==> config.mk <==
export PLATFORM = sky130hd
export DESIGN_NAME = hash_sampled_hit_check
export DESIGN_NICKNAME = d
export VERILOG_FILES = /design/src/hdl/hsh_pkg.sv /design/src/hdl/hsh_front.sv /design/src/hdl/hsh_queue.sv /design/src/hdl/hsh_back.sv /design/src/hdl/hash_sampled_hit_check.sv
export SDC_FILE = /design/constraint.sdc
export NUM_CORES = 1
export LEC_CHECK = 0
export BUFFER_PORTS_ARGS = -buffer_cell sky130_fd_sc_hd__buf_2
export CAP_MARGIN = 20
export CORE_UTILIZATION = 65
export CTS_BUF_LIST = sky130_fd_sc_hd__clkbuf_4
export DETAILED_ROUTE_END_ITERATION = 6
export PLACE_DENSITY = 0.83
export SYNTH_ARGS = -nofsm -noshare
export SYNTH_HDL_FRONTEND = slang
export SYNTH_SLANG_ARGS = --single-unit
==> constraint.sdc <==
create_clock -name clk -period 7.8 [get_ports clk]
set_clock_uncertainty 0.2 [all_clocks]
set_input_delay 1.56 -clock clk [delete_from_list [all_inputs] [get_ports clk]]
set_output_delay 1.56 -clock clk [all_outputs]
set_load 0.01 [all_outputs]
==> src/hdl/hsh_pkg.sv <==
// shared types, constants and hash step for the sampled hit check block
package hsh_pkg;

    localparam int unsigned DIGEST_W   = 64;
    localparam int unsigned RATE_W     = 32;
    localparam int unsigned BYTE_W     = 8;
    localparam int unsigned QUEUE_DEPTH = 4;
    localparam int unsigned QPTR_W     = $clog2(QUEUE_DEPTH);
    localparam int unsigned QCNT_W     = $clog2(QUEUE_DEPTH + 1);
    localparam int unsigned DIV_CNT_W  = $clog2(DIGEST_W);

    localparam logic [DIGEST_W-1:0] FNV_OFFSET_BASIS = 64'hCBF2_9CE4_8422_2325;
    // prime 0x100000001b3 = 2^40 + 2^8 + 0xb3
    localparam int unsigned         FNV_SHIFT_HI = 40;
    localparam int unsigned         FNV_SHIFT_LO = 8;
    localparam logic [7:0]          FNV_PRIME_LOW = 8'hB3;

    // closed key handed from the hash front to the queue
    typedef struct packed {
        logic                valid;
        logic [DIGEST_W-1:0] digest;
    } key_push_t;

    // queue status seen by the input handshake and the back
    typedef struct packed {
        logic full;
        logic nonempty;
    } queue_status_t;

    typedef enum logic [1:0] {
        ST_IDLE,
        ST_DIVIDE,
        ST_OUTPUT
    } back_state_t;

    // one fnv-1a step: xor the byte in, multiply by the prime mod 2^64
    function automatic logic [DIGEST_W-1:0] fnv_step(
        input logic [DIGEST_W-1:0] hash_in,
        input logic [BYTE_W-1:0]   byte_in
    );
        logic [DIGEST_W-1:0] h_x;
        logic [DIGEST_W-1:0] mul_low;
        h_x     = hash_in ^ {{(DIGEST_W-BYTE_W){1'b0}}, byte_in};
        mul_low = h_x * {{(DIGEST_W-8){1'b0}}, FNV_PRIME_LOW};
        return (h_x << FNV_SHIFT_HI) + (h_x << FNV_SHIFT_LO) + mul_low;
    endfunction

endpackage

==> src/hdl/hsh_front.sv <==
// hash front: takes key bytes and pushes each closed key's digest
module hsh_front (
    input  logic                        clk,
    input  logic                        rst_n,
    input  logic                        accept,
    input  logic [hsh_pkg::BYTE_W-1:0]  key_byte,
    input  logic                        is_last,
    input  logic                        is_empty,
    output hsh_pkg::key_push_t          push
);
    import hsh_pkg::*;

    logic [DIGEST_W-1:0] hash_reg;
    logic [DIGEST_W-1:0] hash_next;
    logic [DIGEST_W-1:0] stepped;

    // running hash update and key close
    always_comb
    begin
        stepped     = fnv_step(hash_reg, key_byte);
        hash_next   = hash_reg;
        push.valid  = 1'b0;
        push.digest = stepped;
        if (accept)
        begin
            if (is_empty)
            begin
                push.valid  = 1'b1;
                push.digest = hash_reg;
                hash_next   = FNV_OFFSET_BASIS;
            end
            else if (is_last)
            begin
                push.valid = 1'b1;
                hash_next  = FNV_OFFSET_BASIS;
            end
            else
            begin
                hash_next = stepped;
            end
        end
    end

    always_ff @(posedge clk or negedge rst_n)
    begin
        if (!rst_n)
            hash_reg <= FNV_OFFSET_BASIS;
        else
            hash_reg <= hash_next;
    end

endmodule

==> src/hdl/hsh_queue.sv <==
// short fifo of closed-key digests between front and back
module hsh_queue (
    input  logic                          clk,
    input  logic                          rst_n,
    input  hsh_pkg::key_push_t            push,
    input  logic                          pop,
    output logic [hsh_pkg::DIGEST_W-1:0]  head,
    output hsh_pkg::queue_status_t        status
);
    import hsh_pkg::*;

    logic [DIGEST_W-1:0] entry_reg [QUEUE_DEPTH];
    logic [QPTR_W-1:0]   wr_ptr_reg, wr_ptr_next;
    logic [QPTR_W-1:0]   rd_ptr_reg, rd_ptr_next;
    logic [QCNT_W-1:0]   count_reg, count_next;
    logic                do_push;
    logic                do_pop;

    // status and head
    always_comb
    begin
        status.full     = (count_reg == QCNT_W'(QUEUE_DEPTH));
        status.nonempty = (count_reg != '0);
        head            = entry_reg[rd_ptr_reg];
        do_push         = push.valid && !status.full;
        do_pop          = pop && status.nonempty;
    end

    // pointer and count update
    always_comb
    begin
        wr_ptr_next = wr_ptr_reg;
        rd_ptr_next = rd_ptr_reg;
        count_next  = count_reg;
        if (do_push)
            wr_ptr_next = (wr_ptr_reg == QPTR_W'(QUEUE_DEPTH - 1)) ? '0 : wr_ptr_reg + 1'b1;
        if (do_pop)
            rd_ptr_next = (rd_ptr_reg == QPTR_W'(QUEUE_DEPTH - 1)) ? '0 : rd_ptr_reg + 1'b1;
        if (do_push && !do_pop)
            count_next = count_reg + 1'b1;
        else if (do_pop && !do_push)
            count_next = count_reg - 1'b1;
    end

    always_ff @(posedge clk or negedge rst_n)
    begin
        if (!rst_n)
        begin
            wr_ptr_reg <= '0;
            rd_ptr_reg <= '0;
            count_reg  <= '0;
        end
        else
        begin
            wr_ptr_reg <= wr_ptr_next;
            rd_ptr_reg <= rd_ptr_next;
            count_reg  <= count_next;
        end
    end

    // entry storage
    always_ff @(posedge clk)
    begin
        if (do_push)
            entry_reg[wr_ptr_reg] <= push.digest;
    end

endmodule

==> src/hdl/hsh_back.sv <==
// decision back end: bit-serial digest modulo rate and result register
module hsh_back (
    input  logic                          clk,
    input  logic                          rst_n,
    input  logic [hsh_pkg::RATE_W-1:0]    verify_rate,
    input  hsh_pkg::queue_status_t        status,
    input  logic [hsh_pkg::DIGEST_W-1:0]  head,
    output logic                          pop,
    output logic                          out_valid,
    input  logic                          out_ready,
    output logic                          out_verify,
    output logic [hsh_pkg::DIGEST_W-1:0]  out_digest
);
    import hsh_pkg::*;

    back_state_t           state_reg, state_next;
    logic [DIGEST_W-1:0]   digest_reg, digest_next;
    logic [DIGEST_W-1:0]   shift_reg, shift_next;
    logic [RATE_W-1:0]     rem_reg, rem_next;
    logic [DIV_CNT_W-1:0]  cnt_reg, cnt_next;
    logic                  verify_reg, verify_next;
    logic [RATE_W:0]       rem_shift;
    logic [RATE_W:0]       rem_sub;
    logic                  rem_ge;
    logic [RATE_W-1:0]     rem_step;
    logic                  rate_trivial;

    // one restoring step of the remainder
    always_comb
    begin
        rem_shift    = {rem_reg, shift_reg[DIGEST_W-1]};
        rem_sub      = rem_shift - {1'b0, verify_rate};
        rem_ge       = (rem_shift >= {1'b0, verify_rate});
        rem_step     = rem_ge ? rem_sub[RATE_W-1:0] : rem_shift[RATE_W-1:0];
        rate_trivial = (verify_rate[RATE_W-1:1] == '0);
    end

    // next state
    always_comb
    begin
        state_next = state_reg;
        unique case (state_reg)
            ST_IDLE:
            begin
                if (status.nonempty)
                    state_next = rate_trivial ? ST_OUTPUT : ST_DIVIDE;
            end
            ST_DIVIDE:
            begin
                if (cnt_reg == '0)
                    state_next = ST_OUTPUT;
            end
            ST_OUTPUT:
            begin
                if (out_ready)
                    state_next = ST_IDLE;
            end
            default:
                state_next = ST_IDLE;
        endcase
    end

    // outputs and datapath
    always_comb
    begin
        pop         = 1'b0;
        out_valid   = 1'b0;
        digest_next = digest_reg;
        shift_next  = shift_reg;
        rem_next    = rem_reg;
        cnt_next    = cnt_reg;
        verify_next = verify_reg;
        unique case (state_reg)
            ST_IDLE:
            begin
                if (status.nonempty)
                begin
                    pop         = 1'b1;
                    digest_next = head;
                    shift_next  = head;
                    rem_next    = '0;
                    cnt_next    = DIV_CNT_W'(DIGEST_W - 1);
                    verify_next = verify_rate[0];
                end
            end
            ST_DIVIDE:
            begin
                rem_next   = rem_step;
                shift_next = shift_reg << 1;
                cnt_next   = cnt_reg - 1'b1;
                if (cnt_reg == '0)
                    verify_next = (rem_step == '0);
            end
            ST_OUTPUT:
            begin
                out_valid = 1'b1;
            end
            default:
            begin
            end
        endcase
        out_verify = verify_reg;
        out_digest = digest_reg;
    end

    always_ff @(posedge clk or negedge rst_n)
    begin
        if (!rst_n)
            state_reg <= ST_IDLE;
        else
            state_reg <= state_next;
    end

    // payload registers
    always_ff @(posedge clk)
    begin
        digest_reg <= digest_next;
        shift_reg  <= shift_next;
        rem_reg    <= rem_next;
        cnt_reg    <= cnt_next;
        verify_reg <= verify_next;
    end

endmodule

==> src/hdl/hash_sampled_hit_check.sv <==
// top level of the sampled hit check: rate register, hash front, queue, decision back
//
// Key bytes are taken one per cycle and folded into a running 64-bit FNV-1a
// hash; an item with tlast closes the key after its byte, an item with tuser
// set closes it without a byte. Each closed key yields one result beat with
// the digest on m_tdata and the verify decision on m_tuser. Closed digests
// wait in a four-entry queue; input is held off only while that queue is
// full. For a rate of 0 or 1 the decision goes from the queue head straight
// to the output state; any other rate runs a one-bit-per-cycle remainder
// loop over the 64 digest bits, which holds the back end on one key at a
// time and sets the sustained rate of closed keys. The rate register may
// be written only while no key is open or in flight.
module hash_sampled_hit_check (
    input  logic        clk,
    input  logic        rst_n,
    input  logic        cfg_wr_en,
    input  logic [31:0] cfg_wr_data,   // verify_rate
    input  logic        s_tvalid,
    output logic        s_tready,
    input  logic [7:0]  s_tdata,       // key_byte
    input  logic        s_tlast,       // is_last
    input  logic        s_tuser,       // is_empty
    output logic        m_tvalid,
    input  logic        m_tready,
    output logic [63:0] m_tdata,       // digest
    output logic        m_tuser        // verify
);
    import hsh_pkg::*;

    logic [RATE_W-1:0]   rate_reg;
    key_push_t           push;
    queue_status_t       status;
    logic [DIGEST_W-1:0] head;
    logic                pop;
    logic                s_accept;

    // rate register
    always_ff @(posedge clk or negedge rst_n)
    begin
        if (!rst_n)
            rate_reg <= '0;
        else if (cfg_wr_en)
            rate_reg <= cfg_wr_data;
    end

    // input beat handshake
    assign s_tready = !status.full;
    assign s_accept = s_tvalid && s_tready;

    hsh_front u_front (
        .clk      (clk),
        .rst_n    (rst_n),
        .accept   (s_accept),
        .key_byte (s_tdata),
        .is_last  (s_tlast),
        .is_empty (s_tuser),
        .push     (push)
    );

    hsh_queue u_queue (
        .clk    (clk),
        .rst_n  (rst_n),
        .push   (push),
        .pop    (pop),
        .head   (head),
        .status (status)
    );

    hsh_back u_back (
        .clk         (clk),
        .rst_n       (rst_n),
        .verify_rate (rate_reg),
        .status      (status),
        .head        (head),
        .pop         (pop),
        .out_valid   (m_tvalid),
        .out_ready   (m_tready),
        .out_verify  (m_tuser),
        .out_digest  (m_tdata)
    );

endmodule

; ---- Word level (Yosys, flattened, before mapping)
; Memories as Yosys holds them, arrays and structs flattened.
; Cells that the tools add are included.
[word_totals]
mem_count = 1
ff_bits = 272
output_inout_bits = 67
mem_bits_rw = 256
[op_classes]
reduce_logical = 19
bitwise = 1
n_lt_le_gt_ge = 1
multipliers = 1
n_eq_ne = 8
mux = 30
add_sub_neg = 8
[memory_table]
columns = name, depth, word_bits, read_ports, rd_clocked_by_memory_dff, write_ports, line
row1 = u_queue.entry_reg, 4, 64, 1, 0, 1, hsh_queue.sv:12  ; logic [DIGEST_W-1:0] entry_reg [QUEUE_DEPTH];
[ops]
columns = operator, count
row1 = two-way mux 64 bit, 4
row2 = adder 64 bit, 2
row3 = case mux 64 bit (2 select lines), 1
row4 = two-way mux 65 bit, 1
row5 = "multiplier 64 x 8 -> 64 bit, second input constant", 1
row6 = two-way mux 32 bit, 2
row7 = case mux 32 bit (2 select lines), 1
row8 = XOR 64 x 8 -> 64 bit, 1
row9 = greater-or-equal comparator 33 x 32 -> 1 bit, 1
row10 = logical NOT 32 bit, 1
row11 = subtractor 32 bit, 1
row12 = logical NOT 31 bit, 1
row13 = two-way mux 2 bit, 6
row14 = case mux 6 bit (2 select lines), 1
row15 = two-way mux 1 bit, 9
row16 = "equality test 2 bit, second input constant", 3
row17 = logical NOT 6 bit, 1
row18 = two-way mux 3 bit, 2
row19 = two-way mux 6 bit, 1
row20 = case mux 2 bit (3 select lines), 1
row21 = AND reduction 3 bit, 2
row22 = "subtractor 6 x 1 -> 6 bit, second input constant", 1
row23 = logical AND 1 bit, 5
row24 = "adder 2 x 1 -> 2 bit, second input constant", 2
row25 = other kinds (12), 17

; ---- Logic depth before layout (Yosys ltp)
[logic_depth]
depth_word = 10
mapped_depth = 22
mapped_depth_nobuf = 22

; ---- By module
; From an unflattened synthesis, not the netlist that was laid out.
[hier_totals]
hier_cells = 2785
area_unflattened_um2 = 34410.5
[by_module_without_submodules]
columns = module, area_each_um2, n_inst, seq_area_each_um2, cells_each
row1 = hsh_front, 14332.5, 1, 1636.6, 1450
row2 = hsh_queue, 9664.3, 1, 7862.5, 371
row3 = hsh_back, 9058.7, 1, 5064.9, 894
row4 = hash_sampled_hit_check, 1355.0, 1, 800.8, 70

; ---- Worst setup path after synthesis
; OpenSTA, ideal clock, no wires.
[synth_timing]
kind = input to register
start = input s_tdata[5]
end = memory u_queue.entry_reg[0][62], data pin
setup_ns = 0.225
required_time_ns = 7.375
setup_slack_ns = 0.714
arrival_ns = 6.661
cell_stages = 18
path_cell_list = xor2_1 ha_1 ha_1 a21o_1 fa_1 fa_1 ha_1 ha_1 clkbuf_1 nand2_1 a21o_1 a21o_1 o31a_1 o41a_1 o21ba_2 o211ai_2 mux2i_1 a311oi_1
[synth_rtl]
columns = item, line
row1 = "start, declared", hash_sampled_hit_check.sv:20  ; input logic [7:0] s_tdata,
row2 = "end, declared", hsh_queue.sv:12

==> metrics.yaml <==
regArea_mm2: 0.0154
largest_reg_flops: 256
synth-compound-area-share_pct: 8.97
period_share_pct: 85.9
rows: 83
cpMostUsedCell: "ha_1"
synth_top_cell_by_area: "edfxtp_1"
htreeDepth: 4
overflow: 0
synth_area_leaders: "edfxtp_1 38%, fa_1 15%, ha_1 9.8%"
start_util_pct: 65.8
multi_input_area_mm2: 0.0173
io_buffers: 113
crit_chain: "buf_2 -> xnor2_1 -> buf_4 -> inv_1 -> ha_1 -> ha_1 -> xor2_1 -> fa_1 -> fa_1 -> ha_1 -> ha_1 -> nand4_1 -> a21o_1 -> a21o_1 -> o31a_1 -> o41a_1 -> o21ba_2 -> o211ai_2 -> mux2i_1 -> a311oi_1"
maxSlewViolCount: 0
dr.pass1.iters: 6
post_cts_resized: 0
syn_inst: 2761
io_pins: 114
fin_nets: 3512
grt_pass1_vias: 24300
cts_sinks: 528
synth_xor_area_share_pct: 2.98
post-route-drc-count: 0
critPathMaxFanout: 5
place.gp.congestion: 0.962
dpl.hpwl_um: 61100
slew-limit-headroom_pct: 28.9
grt_antenna_before_repair: 4
hold_buffers: 0
clk_path_buf_depth: 3
slowest_stage: "fa_1"
cts_root_buf: "clkbuf_4"
grt_max_degree: 74
async_flop_share_pct: 19.9
syn_avg_cell_area_um2: 12.2
post-route-min-period_ns: 6.70
yosysSeqAreaShare_pct: 45.4
cts_tree: "built"
synth_mux_area_share_pct: 5.25
track_usage_pct: 33.6
maxCapViolCount: 0
yosysWarnings: 0
fillers: 3475
crit_type: "input pin to register"
dr.first_iter.drc_count: 2148
synth_common_cells: "440 x nand2_1, 423 x edfxtp_1, 265 x ha_1"
clkLatencyLatePin_ns: 0.98
core_mm2: 0.0514
synth_edf_count: 423
synth_top_family_by_area: "adder cells"
ys_ff_latch: 528
synth_fp_nets: 3320
via_per_inst: 6.17
synth_fa_ha_area_share_pct: 24.4
start_kind: "input pin"
grt_pass1_wl_um: 134000
final_layout_size_suffix_gt1_share_pct: 17.2
worst_slew_pin_slew_ns: 1.06
slowest_delay_ns: 0.51
cp-end-kind: "register"
drtAntennaViolNets: 0
die-area_mm2: 0.0529
rsz0062_at_grt: "no"
clk_pin_slew_worst_paths_ns: 0.06
synth-simple-area-share_pct: 9.31
ys.flop_type: "edfxtp_1"
post-cts-setup-buffer-count: 0
die-width_um: 230
worstHoldPathType: "register to register"
setup_viol: 0
cp.required_ns: 8.27
vias: 23100
crit_arrival_ns: 7.17
syn_area_mm2: 0.0338
wl_um: 85200
synth_top_area_share_pct: 37.6
cts_made_buffers: 136
routedWlPerCell_um: 22.8
synthToLayoutAreaGrowth_pct: 9.44
outcome: "complete, no violations"
synth_cell_types: 80
hold_violations: 0
die_h_um: 230
fmax_ghz: 0.149
fin_setup_tns_ns: 0
synth.most_common_cell: "nand2_1"
[cell families (layout without fill, tap and decap cells)]
kind of cell             count (synthesis)  count (layout)
AND/OR/NAND/NOR                        725             725
buffers and inverters                  321             617
flip-flops                             528             528
XOR/XNOR                               115             115
AO/OA/AOI/OAI                          465             465
adder cells (fa/ha/maj)                512             512
other                                    0               2
multiplexers                            95              95
[area by class of cell]
cell class                 instances  area share, %
multi-input combinational       1912           46.7
timing repair buffer             159           2.47
antenna                            2         0.0135
tap                              680           2.30
sequential                       528           41.5
clock inverter                    46          0.852
clock buffer                     196           3.98
inverter                         216           2.19
[metal layers]
metal	up-vias	GRT usage [%]	part of all wire, %
met4	4	12.3	3.1
li1	10300	-	-
met1	11500	44.1	40
met5	-	0	0.034
met3	207	8.61	8.9
met2	1066	54.5	48
[worst max-delay path: cells and delay by family]
kind,cells,cell delay (ns)
muxes,1,0.13
and+or+nand+nor,1,0.12
AOI/OAI and AO/OA,7,2.28
xor gates and xnor gates,2,0.36
adders and majority gates,6,2.29
buffers and inverters,3,0.43
[cell usage in the layout, fill, tap and decap left out, types with 10 or more instances in the layout]
master	count
nand2b_1	11
nor2b_1	10
nor3_1	18
clkinv_1	26
fa_1	247
nor4_1	19
nand2_1	437
o31ai_1	11
o21bai_1	16
nor2_1	109
nand4_1	24
a22o_1	25
a21oi_1	120
o21a_1	10
inv_1	215
or3_1	11
mux2_2	18
a211oi_1	21
buf_4	46
a31oi_1	15
xnor2_1	62
nand3_1	25
a21o_1	49
dfrtp_1	75
xor2_1	53
o22a_1	12
ha_1	265
and2_1	10
o21ai_0	109
edfxtp_1	423
mux2i_1	13
dfstp_2	28
buf_2	112
mux4_2	64
clkbuf_4	197
and3_1	13
[path summary, 6_finish.rpt]
kind                       slack, ns                            endpoint                            start  cells after the start
max                             1.10  u_queue.entry_reg[0][62]$_DFFE_PP_                       s_tdata[4]                     20
min                             0.30      u_back.shift_reg[32]$_DFFE_PP_   u_back.shift_reg[31]$_DFFE_PP_                      2
max reg2reg                     1.24  u_queue.entry_reg[0][62]$_DFFE_PP_  u_front.hash_reg[0]$_DFFE_PN1P_                     19
min reg2reg                     0.30      u_back.shift_reg[32]$_DFFE_PP_   u_back.shift_reg[31]$_DFFE_PP_                      2
max in group asynchronous       5.59    u_front.hash_reg[25]$_DFFE_PN0P_                            rst_n                      2
min in group asynchronous       0.49            rate_reg[26]$_DFFE_PN0P_                            rst_n                      1
[metrics by stage]
stage,cells,utilization [%],setup WS [ns],area [um^2],hold slack (ns)
CTS,3736,72.0,1.22,37000,0.285
global placement,3494,68.5,0.384,35200,0.288
detailed placement,3494,68.5,0.234,35200,0.300
finish,3739,72.0,1.10,37000,0.297
floorplan,2761,-,0.714,33800,0.284
global route,3739,72.0,0.856,37000,0.329
Power is not shown: default switching activity piles up to over one toggle a cycle in this logic, so the estimate is an artifact.
